`config.mk`:
```
export PLATFORM = sky130hd
export DESIGN_NAME = lcd_mode_timing_sequencer_flat
export DESIGN_NICKNAME = d
export VERILOG_FILES = /design/src/rtl/core/lcdmts_pkg.sv /design/src/rtl/core/lcdmts_chan_if.sv /design/src/rtl/core/lcd_mode_timing_sequencer.sv /design/src/rtl/core/lcdmts_step.sv /design/src/flat_wrapper.sv
export VERILOG_INCLUDE_DIRS = /design/src /design/src/rtl/core
export SDC_FILE = /design/constraint.sdc
export NUM_CORES = 1
export LEC_CHECK = 0
export BUFFER_PORTS_ARGS = -buffer_cell sky130_fd_sc_hd__buf_2
export CAP_MARGIN = 20
export CORE_MARGIN = 5
export CORE_UTILIZATION = 55
export DETAILED_ROUTE_END_ITERATION = 16
export GPL_TIMING_DRIVEN = 0
export HOLD_SLACK_MARGIN = 0.1
export PLACE_DENSITY = 0.75
export SLEW_MARGIN = 5
export SYNTH_ARGS = -nofsm -noshare
export SYNTH_HDL_FRONTEND = slang
export SYNTH_SLANG_ARGS = --single-unit
```
`constraint.sdc`:
```
create_clock -name clk_i -period 6.5 [get_ports clk_i]
set_clock_uncertainty 0.15 [all_clocks]
set_input_delay 0.65 -clock clk_i [delete_from_list [all_inputs] [get_ports clk_i]]
set_output_delay 0.65 -clock clk_i [all_outputs]
set_load 0.05 [all_outputs]
```
`src/rtl/core/lcd_mode_timing_sequencer_macros.svh`:
```
// Assertion macros shared by the LCD timing sequencer RTL.
// No dependencies; included by files that carry concurrent assertions.
`ifndef LCD_MODE_TIMING_SEQUENCER_MACROS_SVH
`define LCD_MODE_TIMING_SEQUENCER_MACROS_SVH

// Check a property on every rising clock edge outside of reset
`define LCDMTS_ASSERT(label, clk, rst_n, prop, msg) \
  label: assert property (@(posedge clk) disable iff (!(rst_n)) (prop)) else $error(msg);

// Check a property on every rising clock edge, reset included
`define LCDMTS_ASSERT_ALWAYS(label, clk, prop, msg) \
  label: assert property (@(posedge clk) (prop)) else $error(msg);

`endif

```
`src/rtl/core/lcdmts_pkg.sv`:
```
// Types and constants of the LCD mode and scanline timing sequencer.
// No dependencies; used by the interfaces, the step logic and the top level.
package lcdmts_pkg;

  // default frame geometry
  localparam int unsigned VisibleLinesDef = 144;
  localparam int unsigned TotalLinesDef   = 154;

  // field widths
  localparam int unsigned DotsW  = 8;
  localparam int unsigned LineW  = 8;
  localparam int unsigned CountW = 16;
  localparam int unsigned ModeW  = 2;

  // register port
  localparam int unsigned AddrW = 5;
  localparam int unsigned DataW = 32;

  // dot budget of each mode
  localparam logic [CountW-1:0] DotsScan   = 16'd80;
  localparam logic [CountW-1:0] DotsXfer   = 16'd172;
  localparam logic [CountW-1:0] DotsHblank = 16'd204;
  localparam logic [CountW-1:0] DotsLine   = 16'd456;

  typedef enum logic [ModeW-1:0] {
    ModeHblank = 2'd0,
    ModeVblank = 2'd1,
    ModeScan   = 2'd2,
    ModeXfer   = 2'd3
  } lcdmts_mode_e;

  typedef enum logic [2:0] {
    RegDisplayEn   = 3'd0,
    RegHblankIrqEn = 3'd1,
    RegVblankIrqEn = 3'd2,
    RegScanIrqEn   = 3'd3,
    RegCmpIrqEn    = 3'd4,
    RegLineCmp     = 3'd5
  } lcdmts_reg_e;

  typedef struct packed {
    logic             display_en;
    logic             hblank_irq_en;
    logic             vblank_irq_en;
    logic             scan_irq_en;
    logic             cmp_irq_en;
    logic [LineW-1:0] line_cmp;
  } lcdmts_cfg_t;

  typedef struct packed {
    lcdmts_mode_e      mode;
    logic [LineW-1:0]  line;
    logic [CountW-1:0] dots;
    logic              coin;
  } lcdmts_state_t;

  typedef struct packed {
    logic [LineW-1:0] line_number;
    logic [ModeW-1:0] lcd_mode;
    logic             coincidence;
    logic             status_irq;
    logic             vblank_irq;
    logic             frame_done;
    logic             line_done;
  } lcdmts_res_t;

endpackage

```
`src/rtl/core/lcdmts_chan_if.sv`:
```
// Valid/ready channels of the LCD timing sequencer: tick input and result output.
// Depends on lcdmts_pkg for field widths.
interface lcdmts_in_if import lcdmts_pkg::*; ();
  logic             valid;
  logic             ready;
  logic [DotsW-1:0] elapsed_dots;

  modport source (output valid, output elapsed_dots, input ready);
  modport sink   (input valid, input elapsed_dots, output ready);
endinterface

interface lcdmts_out_if import lcdmts_pkg::*; ();
  logic             valid;
  logic             ready;
  logic [LineW-1:0] line_number;
  logic [ModeW-1:0] lcd_mode;
  logic             coincidence;
  logic             status_irq;
  logic             vblank_irq;
  logic             frame_done;
  logic             line_done;

  modport source (
    output valid, output line_number, output lcd_mode, output coincidence,
    output status_irq, output vblank_irq, output frame_done, output line_done,
    input ready
  );
  modport sink (
    input valid, input line_number, input lcd_mode, input coincidence,
    input status_irq, input vblank_irq, input frame_done, input line_done,
    output ready
  );
endinterface

```
`src/rtl/core/lcd_mode_timing_sequencer.sv`:
```
// Top level of the LCD mode and scanline timing sequencer.
// Depends on lcdmts_pkg, lcdmts_chan_if, lcdmts_step and the assertion macros.
//
//   Channel   Direction  Payload                                     Handshake
//   tick_i    in         elapsed_dots                                valid/ready
//   result_o  out        line_number, lcd_mode, coincidence, irqs    valid/ready
//   apb       in/out     display/irq enables, line_compare           psel/penable
//
// One tick is taken every cycle while result_o does not stall; its result passes through the
// input register, then the result register, with the next-state logic in between.
// The timing state is updated only when a tick moves into the result register.
// Reset (rst_ni low) puts the mode to object scan, line and dot count to zero.
// While result_o stalls, the result register holds and one more tick is buffered.
`include "lcd_mode_timing_sequencer_macros.svh"

module lcd_mode_timing_sequencer import lcdmts_pkg::*; #(
  parameter int unsigned VISIBLE_LINES = VisibleLinesDef,
  parameter int unsigned TOTAL_LINES   = TotalLinesDef
) (
  input  logic             clk_i,
  input  logic             rst_ni,
  lcdmts_in_if.sink        tick_i,
  lcdmts_out_if.source     result_o,
  input  logic             psel,
  input  logic             penable,
  input  logic             pwrite,
  input  logic [AddrW-1:0] paddr,
  input  logic [DataW-1:0] pwdata,
  output logic [DataW-1:0] prdata,
  output logic             pready
);

  localparam logic [LineW-1:0] MaxLine = (VISIBLE_LINES > TOTAL_LINES - 1) ?
                                         LineW'(VISIBLE_LINES) : LineW'(TOTAL_LINES - 1);

  lcdmts_cfg_t      cfg_q;
  lcdmts_state_t    state_q;
  lcdmts_state_t    state_d;
  lcdmts_res_t      res_d;
  lcdmts_res_t      out_q;
  logic             in_vld_q;
  logic [DotsW-1:0] in_dots_q;
  logic             out_vld_q;
  logic             advance;
  logic             cfg_wr;
  lcdmts_reg_e      reg_sel;

  // register port: always ready, written on the access cycle
  assign pready  = 1'b1;
  assign cfg_wr  = psel && penable && pwrite;
  assign reg_sel = lcdmts_reg_e'(paddr[AddrW-1:2]);

  always_ff @(posedge clk_i or negedge rst_ni) begin
    if (!rst_ni) begin
      cfg_q <= '0;
    end else if (cfg_wr) begin
      case (reg_sel)
        RegDisplayEn:   cfg_q.display_en    <= pwdata[0];
        RegHblankIrqEn: cfg_q.hblank_irq_en <= pwdata[0];
        RegVblankIrqEn: cfg_q.vblank_irq_en <= pwdata[0];
        RegScanIrqEn:   cfg_q.scan_irq_en   <= pwdata[0];
        RegCmpIrqEn:    cfg_q.cmp_irq_en    <= pwdata[0];
        RegLineCmp:     cfg_q.line_cmp      <= pwdata[LineW-1:0];
        default:        cfg_q               <= cfg_q;
      endcase
    end
  end

  // read back the selected register
  always_comb begin
    case (reg_sel)
      RegDisplayEn:   prdata = {{(DataW - 1){1'b0}}, cfg_q.display_en};
      RegHblankIrqEn: prdata = {{(DataW - 1){1'b0}}, cfg_q.hblank_irq_en};
      RegVblankIrqEn: prdata = {{(DataW - 1){1'b0}}, cfg_q.vblank_irq_en};
      RegScanIrqEn:   prdata = {{(DataW - 1){1'b0}}, cfg_q.scan_irq_en};
      RegCmpIrqEn:    prdata = {{(DataW - 1){1'b0}}, cfg_q.cmp_irq_en};
      RegLineCmp:     prdata = {{(DataW - LineW){1'b0}}, cfg_q.line_cmp};
      default:        prdata = '0;
    endcase
  end

  // move a tick forward whenever the result register is free or drains
  assign advance      = !out_vld_q || result_o.ready;
  assign tick_i.ready = !in_vld_q || advance;

  // input register
  always_ff @(posedge clk_i or negedge rst_ni) begin
    if (!rst_ni) begin
      in_vld_q <= 1'b0;
    end else if (tick_i.ready) begin
      in_vld_q <= tick_i.valid;
    end
  end

  always_ff @(posedge clk_i) begin
    if (tick_i.valid && tick_i.ready) begin
      in_dots_q <= tick_i.elapsed_dots;
    end
  end

  lcdmts_step #(
    .VISIBLE_LINES(VISIBLE_LINES),
    .TOTAL_LINES  (TOTAL_LINES)
  ) u_step (
    .cfg_i  (cfg_q),
    .state_i(state_q),
    .dots_i (in_dots_q),
    .state_o(state_d),
    .res_o  (res_d)
  );

  // timing state: commit when the tick transfers into the result register
  always_ff @(posedge clk_i or negedge rst_ni) begin
    if (!rst_ni) begin
      state_q.mode <= ModeScan;
      state_q.line <= '0;
      state_q.dots <= '0;
      state_q.coin <= 1'b0;
      out_vld_q    <= 1'b0;
    end else if (advance) begin
      out_vld_q <= in_vld_q;
      if (in_vld_q) begin
        state_q <= state_d;
      end
    end
  end

  // result register
  always_ff @(posedge clk_i) begin
    if (advance && in_vld_q) begin
      out_q <= res_d;
    end
  end

  assign result_o.valid       = out_vld_q;
  assign result_o.line_number = out_q.line_number;
  assign result_o.lcd_mode    = out_q.lcd_mode;
  assign result_o.coincidence = out_q.coincidence;
  assign result_o.status_irq  = out_q.status_irq;
  assign result_o.vblank_irq  = out_q.vblank_irq;
  assign result_o.frame_done  = out_q.frame_done;
  assign result_o.line_done   = out_q.line_done;

  // a stalled result freezes the timing state
  `LCDMTS_ASSERT(a_stall_holds_state, clk_i, rst_ni, (out_vld_q && !result_o.ready) |=> $stable(state_q), "timing state moved while result stalled")

  // a tick with the display off parks the timing at line zero in hblank
  `LCDMTS_ASSERT(a_disable_parks, clk_i, rst_ni, (advance && in_vld_q && !cfg_q.display_en) |=> (state_q.line == '0 && state_q.mode == ModeHblank && state_q.dots == '0), "display off did not park timing")

  // the line counter stays inside the frame
  `LCDMTS_ASSERT(a_line_bound, clk_i, rst_ni, state_q.line <= MaxLine, "line counter left the frame")

  // a finished frame is reported together with the vblank entry
  `LCDMTS_ASSERT(a_frame_in_vblank, clk_i, rst_ni, (advance && in_vld_q && res_d.frame_done) |=> (out_q.vblank_irq && state_q.mode == ModeVblank && state_q.line == LineW'(VISIBLE_LINES)), "frame done outside vblank entry")

endmodule

```
`src/rtl/core/lcdmts_step.sv`:
```
// Next-state and result logic for one tick of the LCD timing sequencer.
// Depends on lcdmts_pkg; instantiated by lcd_mode_timing_sequencer.
module lcdmts_step import lcdmts_pkg::*; #(
  parameter int unsigned VISIBLE_LINES = VisibleLinesDef,
  parameter int unsigned TOTAL_LINES   = TotalLinesDef
) (
  input  lcdmts_cfg_t      cfg_i,
  input  lcdmts_state_t    state_i,
  input  logic [DotsW-1:0] dots_i,
  output lcdmts_state_t    state_o,
  output lcdmts_res_t      res_o
);

  localparam logic [LineW-1:0] VisLine = LineW'(VISIBLE_LINES);
  localparam logic [LineW-1:0] TotLine = LineW'(TOTAL_LINES);

  logic [CountW:0]   dot_sum;
  logic [CountW-1:0] dot_sat;
  logic [LineW-1:0]  line_inc;
  logic              cmp_hit;
  logic              stat_irq;
  logic              vb_irq;
  logic              frame;
  logic              line_end;

  // saturate the dot counter, prepare the next line and its compare
  assign dot_sum  = {1'b0, state_i.dots} + {{(CountW + 1 - DotsW){1'b0}}, dots_i};
  assign dot_sat  = dot_sum[CountW] ? {CountW{1'b1}} : dot_sum[CountW-1:0];
  assign line_inc = state_i.line + LineW'(1);
  assign cmp_hit  = (line_inc == cfg_i.line_cmp);

  // advance at most one mode per tick
  always_comb begin
    state_o  = state_i;
    stat_irq = 1'b0;
    vb_irq   = 1'b0;
    frame    = 1'b0;
    line_end = 1'b0;
    if (!cfg_i.display_en) begin
      state_o.dots = '0;
      state_o.line = '0;
      state_o.mode = ModeHblank;
    end else begin
      state_o.dots = dot_sat;
      case (state_i.mode)
        ModeHblank: begin
          if (dot_sat >= DotsHblank) begin
            state_o.dots = dot_sat - DotsHblank;
            state_o.line = line_inc;
            state_o.coin = cmp_hit;
            stat_irq     = cmp_hit && cfg_i.cmp_irq_en;
            if (line_inc == VisLine) begin
              state_o.mode = ModeVblank;
              vb_irq       = 1'b1;
              frame        = 1'b1;
              stat_irq     = stat_irq || cfg_i.vblank_irq_en;
            end else begin
              state_o.mode = ModeScan;
              stat_irq     = stat_irq || cfg_i.scan_irq_en;
            end
          end
        end
        ModeVblank: begin
          if (dot_sat >= DotsLine) begin
            state_o.dots = dot_sat - DotsLine;
            state_o.line = line_inc;
            state_o.coin = cmp_hit;
            stat_irq     = cmp_hit && cfg_i.cmp_irq_en;
            // wrap to the top of the frame without a fresh compare
            if (line_inc >= TotLine) begin
              state_o.line = '0;
              state_o.mode = ModeScan;
              stat_irq     = stat_irq || cfg_i.scan_irq_en;
            end
          end
        end
        ModeScan: begin
          if (dot_sat >= DotsScan) begin
            state_o.dots = dot_sat - DotsScan;
            state_o.mode = ModeXfer;
          end
        end
        ModeXfer: begin
          if (dot_sat >= DotsXfer) begin
            state_o.dots = dot_sat - DotsXfer;
            state_o.mode = ModeHblank;
            line_end     = 1'b1;
            stat_irq     = cfg_i.hblank_irq_en;
          end
        end
        default: begin
          state_o.mode = state_i.mode;
        end
      endcase
    end
  end

  // pack the result of this tick
  assign res_o.line_number = state_o.line;
  assign res_o.lcd_mode    = state_o.mode;
  assign res_o.coincidence = state_o.coin;
  assign res_o.status_irq  = stat_irq;
  assign res_o.vblank_irq  = vb_irq;
  assign res_o.frame_done  = frame;
  assign res_o.line_done   = line_end;

endmodule
```
`src/flat_wrapper.sv`:
```
// flat-port wrapper written by rule: the top's interface ports become plain ports
module lcd_mode_timing_sequencer_flat import lcdmts_pkg::*;
#(
  parameter int unsigned VISIBLE_LINES = VisibleLinesDef,
  parameter int unsigned TOTAL_LINES   = TotalLinesDef
)
  (clk_i, rst_ni, psel, penable, pwrite, paddr, pwdata, prdata, pready, tick_i_valid, tick_i_elapsed_dots, tick_i_ready, result_o_valid, result_o_line_number, result_o_lcd_mode, result_o_coincidence, result_o_status_irq, result_o_vblank_irq, result_o_frame_done, result_o_line_done, result_o_ready);
  lcdmts_in_if tick_i_i ();
  lcdmts_out_if result_o_i ();
  input  logic clk_i;
  input  logic rst_ni;
  input  logic psel;
  input  logic penable;
  input  logic pwrite;
  input  logic [AddrW-1:0] paddr;
  input  logic [DataW-1:0] pwdata;
  output logic [DataW-1:0] prdata;
  output logic pready;
  input wire logic [$bits(tick_i_i.valid)-1:0] tick_i_valid;
  input wire logic [$bits(tick_i_i.elapsed_dots)-1:0] tick_i_elapsed_dots;
  output wire logic [$bits(tick_i_i.ready)-1:0] tick_i_ready;
  output wire logic [$bits(result_o_i.valid)-1:0] result_o_valid;
  output wire logic [$bits(result_o_i.line_number)-1:0] result_o_line_number;
  output wire logic [$bits(result_o_i.lcd_mode)-1:0] result_o_lcd_mode;
  output wire logic [$bits(result_o_i.coincidence)-1:0] result_o_coincidence;
  output wire logic [$bits(result_o_i.status_irq)-1:0] result_o_status_irq;
  output wire logic [$bits(result_o_i.vblank_irq)-1:0] result_o_vblank_irq;
  output wire logic [$bits(result_o_i.frame_done)-1:0] result_o_frame_done;
  output wire logic [$bits(result_o_i.line_done)-1:0] result_o_line_done;
  input wire logic [$bits(result_o_i.ready)-1:0] result_o_ready;
  assign tick_i_i.valid = tick_i_valid;
  assign tick_i_i.elapsed_dots = tick_i_elapsed_dots;
  assign tick_i_ready = tick_i_i.ready;
  assign result_o_valid = result_o_i.valid;
  assign result_o_line_number = result_o_i.line_number;
  assign result_o_lcd_mode = result_o_i.lcd_mode;
  assign result_o_coincidence = result_o_i.coincidence;
  assign result_o_status_irq = result_o_i.status_irq;
  assign result_o_vblank_irq = result_o_i.vblank_irq;
  assign result_o_frame_done = result_o_i.frame_done;
  assign result_o_line_done = result_o_i.line_done;
  assign result_o_i.ready = result_o_ready;
  lcd_mode_timing_sequencer #(.VISIBLE_LINES(VISIBLE_LINES), .TOTAL_LINES(TOTAL_LINES)) u_core (.clk_i(clk_i), .rst_ni(rst_ni), .tick_i(tick_i_i), .result_o(result_o_i), .psel(psel), .penable(penable), .pwrite(pwrite), .paddr(paddr), .pwdata(pwdata), .prdata(prdata), .pready(pready));
endmodule
```
==> flow_summary.yaml <==
status:
  outcome: "completed"
routing:
  finalWirelength_microns: 20500
  vias_per_cell: 6.46
  vias: 6188
  dr.pass1.iters: 5
  detail_route.wl_per_cell_microns: 21.4
  ant_nets: 0
  drc_errors: 0
  drtIter0Drc: 561
floorplan:
  fp.dieW_microns: 114
  initial_core_util: 0.556
  num_rows: 38
  die_h_microns: 114
  dieArea_sq_um: 13100
  boundaryPins: 102
  core_area_sq_um: 10800
cts:
  clock_path_buffers: 2
  clock-sinks: 64
  worstSkewPairLatency_ns: 0.37
  path_clk_slew_ns: 0.07
  cts-buffers-inserted: 9
  htree_levels: 3
  tritoncts: "built"
  hold_buffers: 0
  cts_setup_buffers: 0
  cts_resized: 0
  cts_root_buf: "clkbuf_8"
critical_path:
  arrival_ns: 6.10
  worstSetupPathDepth: 16
  slowest_delay_ns: 0.82
  worstPathCellList: "ha_1 > fa_1 > a211oi_2 > o211a_1 > nor3_2 > buf_2 > nor2_1 > ha_1 > nand2_1 > or4_1 > a2111oi_0 > or4b_4 > a21oi_1 > nor2_1 > nand2_1 > mux2_2"
  crit_type: "reg -> reg"
  critPathBufInv: 1
  cp-start-kind: "flop"
  cp_top_family: "simple AND/OR/NAND/NOR gates"
  cp_max_fo: 10
  crit_slowest_cell: "a2111oi_0"
  r2r_cells: 16
  worstPathRequired_ns: 6.47
  end_kind: "flop"
sta:
  setup_viol: 0
  slew_headroom: 0.306
  rsz0062_at_grt: "no"
  slew_violations: 0
  fin_crit_sh: 0.943
  setup_tns_ns: 0
  worstMarginPinSlew_ns: 1.01
  fmax_mhz: 163
  hold_viol_final: 0
  min_period_ns: 6.13
hold_path:
  hold_path_depth: 1
  min_path_type: "in -> reg"
final_layout:
  antenna_cells: 0
  final_common_cell: "nand2_1"
  synthToLayoutAreaGrowth_pct: 11.9
  fillers: 973
  layoutNonFillerInstCount: 958
  drive_gt1_frac: 0.180
  layout_common_cells: "nand2_1, nor2_1, buf_2"
  layout.nets: 886
global_route:
  grt_pass1_vias: 5901
  antenna_found_initial: 0
  track_usage: 0.314
  gr-total-overflow: 0
  grt_max_degree: 43
  grt_first_pass_wirelength_microns: 31900
place:
  dp_hpwl_microns: 15300
  portBuffers: 49
  placed_cells: 940
  place.gp.congestion: 0.960
pwr:
  leakage_uw: 0.00288
  peakVddDrop_mv: 0.276
  p_per_area_nw_per_um2: 619
logic_synthesis:
  synthCells: 728
  ys_ff_latch: 64
  syn_avg_cell_area_sq_um: 8.25
  yosys_warnings: 0
  synth_edf_count: 22
  synth_ff_type: "dfrtp_1"
  async_flop_share: 0.656
  yosysSeqAreaShare: 0.285
  netlist_area_sq_um: 6000
  synthDistinctLibCells: 92
job:
  drv_cap: 0
[report_power, final]
group | switching, uW | internal (uW)
clock | 169 | 158
sequential | 92.0 | 567
combinational | 2060 | 1110
[worst register-to-register path, delay by kind of cell, from the launching register on]
family          cells  cell delay, ns
mux                 1            0.31
compound gates      4            1.68
flops               1            0.37
simple gates        7            2.19
fa+ha+maj           3            0.95
buf+inv             1            0.25
[flip-flops by register name, indices dropped and copies added (netlist names)]
name and flops:
u_core.cfg_q 13, u_core.in_dots_q 8, u_core.in_vld_q 1, u_core.result_o.coincidence 1
u_core.result_o.lcd_mode 2, u_core.result_o.line_done 1, u_core.result_o.line_number 8, u_core.result_o.status_irq 1
u_core.result_o.valid 1, u_core.result_o.vblank_irq 1, u_core.state_q 27
[synthesized netlist by cell type (8+ instances only)]
master,number,area share
o31ai_1,8,0.010
and3_1,10,0.010
ha_1,20,0.042
a211oi_1,9,0.011
dfrtp_1,41,0.17
clkbuf_1,24,0.015
nand3_1,31,0.026
xnor2_1,36,0.053
nand2_1,70,0.044
xor2_1,8,0.012
inv_1,23,0.014
o211ai_1,9,0.011
a21oi_1,46,0.038
o21ai_0,36,0.030
edfxtp_1,22,0.11
buf_4,26,0.033
nor3_1,28,0.023
nor2_1,59,0.037
buf_2,8,0.0067
mux2_2,17,0.032
and2_1,15,0.016
a31oi_1,15,0.016
mux2i_1,11,0.018
[area by class of cell]
class                      instances  area (sq um)  share of cell area
multi-input combinational        598          3910               0.581
sequential                        64          1710               0.255
buffer                            65           383              0.0570
timing repair buffer              51           275              0.0410
tap                              140           175              0.0261
clock buffer                      13           159              0.0236
inverter                          24          90.1              0.0134
clock inverter                     3          17.5             0.00261
[layer usage]
metal / GRT usage / vias to the layer above / share of wire
met5: 0 / - / 0
met4: 0.137 / 0 / 0.032
met3: 0.0925 / 57 / 0.10
met2: 0.458 / 351 / 0.43
met1: 0.431 / 2961 / 0.44
li1: - / 2819 / -
[final timing paths]
check,start,endpoint,slack [ns]
max,u_core.in_dots_q[0]$_DFFE_PP_,u_core.result_o.coincidence$_DFFE_PP_,0.37
min,tick_i_elapsed_dots[7],u_core.in_dots_q[7]$_DFFE_PP_,0.30
max reg2reg,u_core.in_dots_q[0]$_DFFE_PP_,u_core.result_o.coincidence$_DFFE_PP_,0.37
min reg2reg,u_core.state_q[1]$_DFFE_PN0P_,u_core.state_q[1]$_DFFE_PN0P_,0.34
max in group asynchronous,rst_ni,u_core.state_q[7]$_DFFE_PN0P_,5.11
min in group asynchronous,rst_ni,u_core.state_q[14]$_DFFE_PN0P_,0.58
[stage by stage]
step | total power [uW] | hold slack, ns | util | setup slack [ns] | area [sq um]
floorplan | 2990 | 0.204 | - | 1.86 | 6090
CTS | 4060 | 0.287 | 0.620 | 0.480 | 6690
detailed placement | 3710 | 0.334 | 0.603 | 0.540 | 6510
global placement | 3680 | 0.308 | 0.603 | 0.541 | 6510
global route | 4430 | 0.284 | 0.623 | 0.0875 | 6720
finish | 4160 | 0.301 | 0.623 | 0.368 | 6720
[kinds of logic after synthesis]
| family | count (synthesis) | synth area share |
|---|---|---|
| AND/OR/NAND/NOR | 270 | 0.225 |
| AO/OA/AOI/OAI | 209 | 0.246 |
| buffers and inverters | 89 | 0.0788 |
| flip-flops | 64 | 0.285 |
| XOR/XNOR | 44 | 0.0642 |
| multiplexers | 29 | 0.0540 |
| adder cells (fa/ha/maj) | 21 | 0.0450 |
| other | 2 | 0.00125 |
Note: power is estimated with default switching activity, not from simulation.
